===== src/rtl/sroc_pkg.sv =====
`timescale 1ns / 1ps

package sroc_pkg;

  localparam int COORD_W = 10;
  localparam int TALLY_W = 21;
  localparam int HITS_W  = 2;

  localparam logic [TALLY_W-1:0] TALLY_MAX = {TALLY_W{1'b1}};
  localparam logic [HITS_W-1:0]  HIT_LIMIT = HITS_W'(2);

  // queue between the classifier and the walker
  localparam int QUEUE_DEPTH = 2;

  typedef enum logic [1:0] {
    DIR_HOLD,
    DIR_UP,
    DIR_DOWN
  } step_dir_t;

  typedef struct packed {
    logic               skip;
    logic [COORD_W-1:0] x;
    logic [COORD_W-1:0] y;
    step_dir_t          dir_x;
    step_dir_t          dir_y;
    logic [COORD_W-1:0] span;   // cells to walk minus one
  } walk_cmd_t;

  typedef enum logic [2:0] {
    B_CLEAR,
    B_IDLE,
    B_LOAD,
    B_WALK,
    B_DRAIN,
    B_REPORT
  } back_state_t;

endpackage


===== src/rtl/sroc_queue.sv =====
`timescale 1ns / 1ps

module sroc_queue import sroc_pkg::*; (
  input  logic      clk,
  input  logic      rst,
  input  logic      push,
  input  walk_cmd_t push_cmd,
  input  logic      pop,
  output walk_cmd_t head,
  output logic      full,
  output logic      empty
);

  localparam int PW = (QUEUE_DEPTH > 1) ? $clog2(QUEUE_DEPTH) : 1;
  localparam int CW = $clog2(QUEUE_DEPTH + 1);

  walk_cmd_t         slots [QUEUE_DEPTH];
  logic [PW-1:0]     wr_ptr;
  logic [PW-1:0]     rd_ptr;
  logic [CW-1:0]     fill;

  assign full  = (fill == CW'(QUEUE_DEPTH));
  assign empty = (fill == '0);
  assign head  = slots[rd_ptr];

  always_ff @(posedge clk) begin
    if (push) begin
      slots[wr_ptr] <= push_cmd;
    end
  end

  always_ff @(posedge clk) begin
    if (rst) begin
      wr_ptr <= '0;
      rd_ptr <= '0;
      fill   <= '0;
    end else begin
      if (push) begin
        wr_ptr <= (wr_ptr == PW'(QUEUE_DEPTH - 1)) ? '0 : wr_ptr + PW'(1);
      end
      if (pop) begin
        rd_ptr <= (rd_ptr == PW'(QUEUE_DEPTH - 1)) ? '0 : rd_ptr + PW'(1);
      end
      if (push && !pop) begin
        fill <= fill + CW'(1);
      end else if (pop && !push) begin
        fill <= fill - CW'(1);
      end
    end
  end

endmodule


===== config.mk =====
export PLATFORM = sky130hd
export DESIGN_NAME = sroc_queue
export DESIGN_NICKNAME = d
export VERILOG_FILES = /design/src/rtl/sroc_pkg.sv /design/src/rtl/sroc_queue.sv
export SDC_FILE = /design/constraint.sdc
export NUM_CORES = 1
export LEC_CHECK = 0
export ABC_AREA = 1
export ABC_CLOCK_PERIOD_IN_PS = 5650
export BUFFER_PORTS_ARGS = -buffer_cell sky130_fd_sc_hd__buf_2
export CAP_MARGIN = 20
export CORE_AREA = 5 5 83 85
export DETAILED_ROUTE_END_ITERATION = 10
export DIE_AREA = 0 0 88 90
export PLACE_DENSITY_LB_ADDON = 0.3
export SLEW_MARGIN = 25
export SYNTH_ARGS = -nofsm -noshare
export SYNTH_HDL_FRONTEND = slang
export SYNTH_SLANG_ARGS = --single-unit

===== constraint.sdc =====
create_clock -name clk -period 5.65 [get_ports clk]
set_input_delay 1.13 -clock clk [delete_from_list [all_inputs] [get_ports clk]]
set_output_delay 1.13 -clock clk [all_outputs]
set_load 0.1 [all_outputs]

# == After elaboration in Yosys (flattened, before gate mapping) ==
# Memory sizes are Yosys's and may differ from the RTL's. A register that Yosys moved wholly into a read port is not among the register bits.
# Index checks and enable logic that the tools add are counted.
# op_classes
n_reduce_logical,6
n_eq_ne,1
add_sub_neg,4
muxes,8
# ops
operator,count
2-to-1 mux 1 bit,6
2-to-1 mux 2 bit,2
adder 1 bit (second input constant),2
adder 2 x 1 -> 2 bit (second input constant),1
equality test 2 bit (second input constant),1
logical AND 1 bit,2
logical NOT 1 bit,2
logical NOT 2 bit,1
nonzero test 2 bit,1
subtractor 2 x 1 -> 2 bit (second input constant),1
# word_totals
out_inout_bits,37
in_bits,39
word_cells,23
n_memories,1
ram_bits,70
reg_bits,4
# mem_list
name,depth,width,read_ports,rd_ports_with_merged_regs,wr,line,rtl
slots,2,35,1,1,1,sroc_queue.sv:17,walk_cmd_t slots [QUEUE_DEPTH];

# == Depth between registers and ports, before layout ==
# logic_depth
depth_word,4
depth_mapped,8
ltp_nobuf,8

# == Worst setup path before layout ==
# No wires, ideal clock.
# synth_path
path_kind,input to register
from,input push
to,memory slots[0][0] (netlist name) (enable)
path_slack_ps,2578
t_required_ps,5222
arrival_time_ps,2644
path_stages,2
n_path_buf,0
setup_time_ps,428
cell_sequence,inv_1 -> nor2_1
# synth_via
elab_chain_len,2
# synth_lines
item,line,rtl
"start, declared",sroc_queue.sv:6,"input logic push,"
2-to-1 mux 1 bit,sroc_queue.sv:27,if (push) begin
2-to-1 mux 1 bit (not written as such),sroc_queue.sv:28,slots[wr_ptr] <= push_cmd;
"end, declared",sroc_queue.sv:17,
# Every way passes these cells.

==> flow_metrics.env <==
export IMPL_seq_area_frac_synth_pct=75.8
export IMPL_drtIter0Drc=56
export IMPL_synth_ff_type="edfxtp_1"
export IMPL_fin_nets=266
export IMPL_grt_usage_pct=12.6
export IMPL_rr_endpoint="slots[1][16]$_DFFE_PP_"
export IMPL_synth_top_area_share_pct=72.3
export IMPL_path_class="reg -> out"
export IMPL_fill_cells=480
export IMPL_grt_pass1_wl_um=7200
export IMPL_route_antenna_remaining_nets=0
export IMPL_rsz0062_at_grt="false"
export IMPL_synth_top_area_cell="edfxtp_1"
export IMPL_crit_required_ps=4520
export IMPL_relSlewSlack_pct=58.7
export IMPL_postSynth_asyncResetShare_pct=0
export IMPL_cts_tree="done"
export IMPL_hp_class="reg -> reg"
export IMPL_die_h_um=90
export IMPL_post_cts_buffers=0
export IMPL_core_area_um2=6130
export IMPL_cts_buffers=9
export IMPL_dp_cells=291
export IMPL_cts_sinks=75
export IMPL_yosys_top_cells_count="edfxtp_1 (70), mux2_4 (30), inv_1 (9), nor2_1 (7)"
export IMPL_path_clk_slew_ps=70
export IMPL_p_seq_share_pct=48.6
export IMPL_synthTopCellsByArea="edfxtp_1 (72%), mux2_4 (15%), dfxtp_1 (3.4%), buf_12 (2.1%), mux2_2 (1.9%)"
export IMPL_overflow=0
export IMPL_clock_skew_ps=6.80
export IMPL_maxCapViolations=0
export IMPL_path_max_fanout=35
export IMPL_r2r_start="wr_ptr$_SDFFE_PP0P_"
export IMPL_power_switching_mw=0.446
export IMPL_wl_per_cell_um=14.9
export IMPL_std_cell_rows=29
export IMPL_p_sw_share_pct=32.7
export IMPL_vias=1431
export IMPL_ys_warn_count=0
export IMPL_yosysUniqueCellTypes=16
export IMPL_powerDensity_nw_per_um2=385
export IMPL_stdcell_count=308
export IMPL_hpwl_um=3000
export IMPL_htreeDepth=3
export IMPL_cp_end_kind="output pin"
export IMPL_worstRegToRegCells=3
export IMPL_cts_root_buffer="clkbuf_8"
export IMPL_r2r_slack_ps=4080
export IMPL_max_freq_mhz=340
export IMPL_clkPwrFrac_pct=27.6
export IMPL_io_buffer_count=75
export IMPL_clk_latency_ps=330
export IMPL_timing_setup_tns_ps=0
export IMPL_synth_edff_count=70
export IMPL_seqCellArea_um2=2210
export IMPL_syn_area_per_cell_um2=20.5
export IMPL_remaining_drc_errors=0
export IMPL_multi_input_area_um2=607
export IMPL_die_x_um=88
export IMPL_min_period_ps=2940
export IMPL_grt_max_degree=36
export IMPL_syn_nets=182
export IMPL_syn_to_final_growth_pct=21.7
export IMPL_gp_congestion=0.688
export IMPL_syn_inst=142
export IMPL_p_int_mw=0.915
export IMPL_final_setup_viol_count=0
export IMPL_cts_resized=0
export IMPL_pwr_share_comb_pct=23.8
export IMPL_setup_worst_path_start_class="flop"
export IMPL_drive_gt1_share_pct=54.5
export IMPL_antenna_cells=0
export IMPL_power_leakage_nw=1.43
export IMPL_cts_hold_buffers=0
export IMPL_status="complete, no violations"
export IMPL_min_period_over_period_pct=52.1
export IMPL_yosys_cell_count_top_type="edfxtp_1"
export IMPL_drt_first_pass_iters=4
export IMPL_drv_slew=0
export IMPL_clockBufferDepth=2
export IMPL_fp_dieArea_um2=7920
export IMPL_hold_viol=0
export IMPL_cp_endpoint="head[21]"
export IMPL_ios=76
export IMPL_peakVddDrop_mv=0.203
export IMPL_drt_wl_total_um=4590
export IMPL_tightest_slew_ps=619
export IMPL_initial_utilization_pct=47.4
export IMPL_critPathArrivalTime_ps=1810
export IMPL_fin_hold_ws_ps=538
export IMPL_antenna_found_initial=0
export IMPL_synth_seq_cells=75
export IMPL_grt_pass1_vias=1526
export IMPL_syn_cell_area_um2=2910
export IMPL_drt_vias_per_instance=4.65
==> power groups by stage <==
stage | Combinational (mW) | Clock, mW | Sequential, mW
final | 0.323 | 0.376 | 0.662
after global routing | 0.334 | 0.423 | 0.666
after CTS | 0.323 | 0.392 | 0.664
after detailed placement | 0.322 | 0 | 0.676
after global placement | 0.322 | 0 | 0.674
after floorplan | 0.296 | 0 | 0.660
==> per-layer routing <==
layer | wire length [µm] | vias to the layer above | global-route usage, %
met3 | 428 | 11 | 5.12
met2 | 2310 | 52 | 19.4
li1 | - | 701 | -
met4 | 88 | 0 | 8.06
met5 | 0 | - | 0
met1 | 1760 | 667 | 14.1
==> kinds of logic (layout without fill, tap and decap cells) <==
| logic type | Yosys count | after routing | share of synthesized area [%] |
|---|---|---|---|
| adders and majority gates | 1 | 1 | 0.430 |
| and+or+nand+nor | 15 | 15 | 2.11 |
| DFF | 75 | 75 | 75.8 |
| AOI/OAI and AO/OA | 2 | 2 | 0.344 |
| muxes | 35 | 35 | 17.4 |
| xor gates and xnor gates | 1 | 1 | 0.301 |
| buffers and inverters | 13 | 102 | 3.62 |
==> worst max-delay path, cell delays in order (launching register included) <==
cell     delay (ps)
dfxtp_4         760
mux2_2          420
buf_2           290
==> worst min path at each step <==
| stage | from | end | slack [ps] | depth (start not counted) |
|---|---|---|---|---|
| after global routing | rd_ptr$_SDFFE_PP0P_ | flop | 580 | 2 |
| after floorplan | rd_ptr$_SDFFE_PP0P_ | flop | 480 | 2 |
| after CTS | fill[0]$_SDFFE_PP0P_ | fill[0]$_SDFFE_PP0P_ | 530 | 2 |
| after global placement | rd_ptr$_SDFFE_PP0P_ | rd_ptr$_SDFFE_PP0P_ | 500 | 2 |
| final | fill[0]$_SDFFE_PP0P_ | fill[0]$_SDFFE_PP0P_ | 540 | 2 |
| after detailed placement | rd_ptr$_SDFFE_PP0P_ | flop | 510 | 2 |
==> flip-flops by register name, indices dropped and copies added, names as in the netlist, named ones only <==
name / count
slots: 70
fill: 2
rd_ptr: 1
wr_ptr: 1
==> cell type report <==
cell class	instances	area share, %
flip-flops and latches	75	62.4
multi-input cells	54	17.2
repair buffers	77	11.6
clock buffers	10	3.61
well taps	77	2.72
clock inverters	6	1.59
inverters	9	0.955
==> cells in the final DEF (no fill, tap or decap), types with 2 or more instances in the layout <==
| cell | Yosys | final |
|---|---|---|
| inv_1 | 9 | 9 |
| nor2_1 | 7 | 6 |
| clkbuf_8 | 0 | 9 |
| mux2_2 | 5 | 5 |
| dfxtp_1 | 5 | 4 |
| edfxtp_1 | 70 | 70 |
| clkinvlp_4 | 0 | 2 |
| clkinv_1 | 0 | 3 |
| nand2_1 | 5 | 5 |
| buf_2 | 0 | 75 |
| mux2_4 | 30 | 30 |
==> per-stage QoR <==
stage	power [mW]	utilization, %	instance area (µm²)	setup WS, ps
floorplan	0.957	-	2910	2580
global placement	0.996	54.2	3320	2650
detailed placement	0.998	54.2	3330	3030
CTS	1.38	57.2	3510	2640
global route	1.42	57.7	3540	2600
finish	1.36	57.7	3540	2710
(Power assumes the default switching activity.)
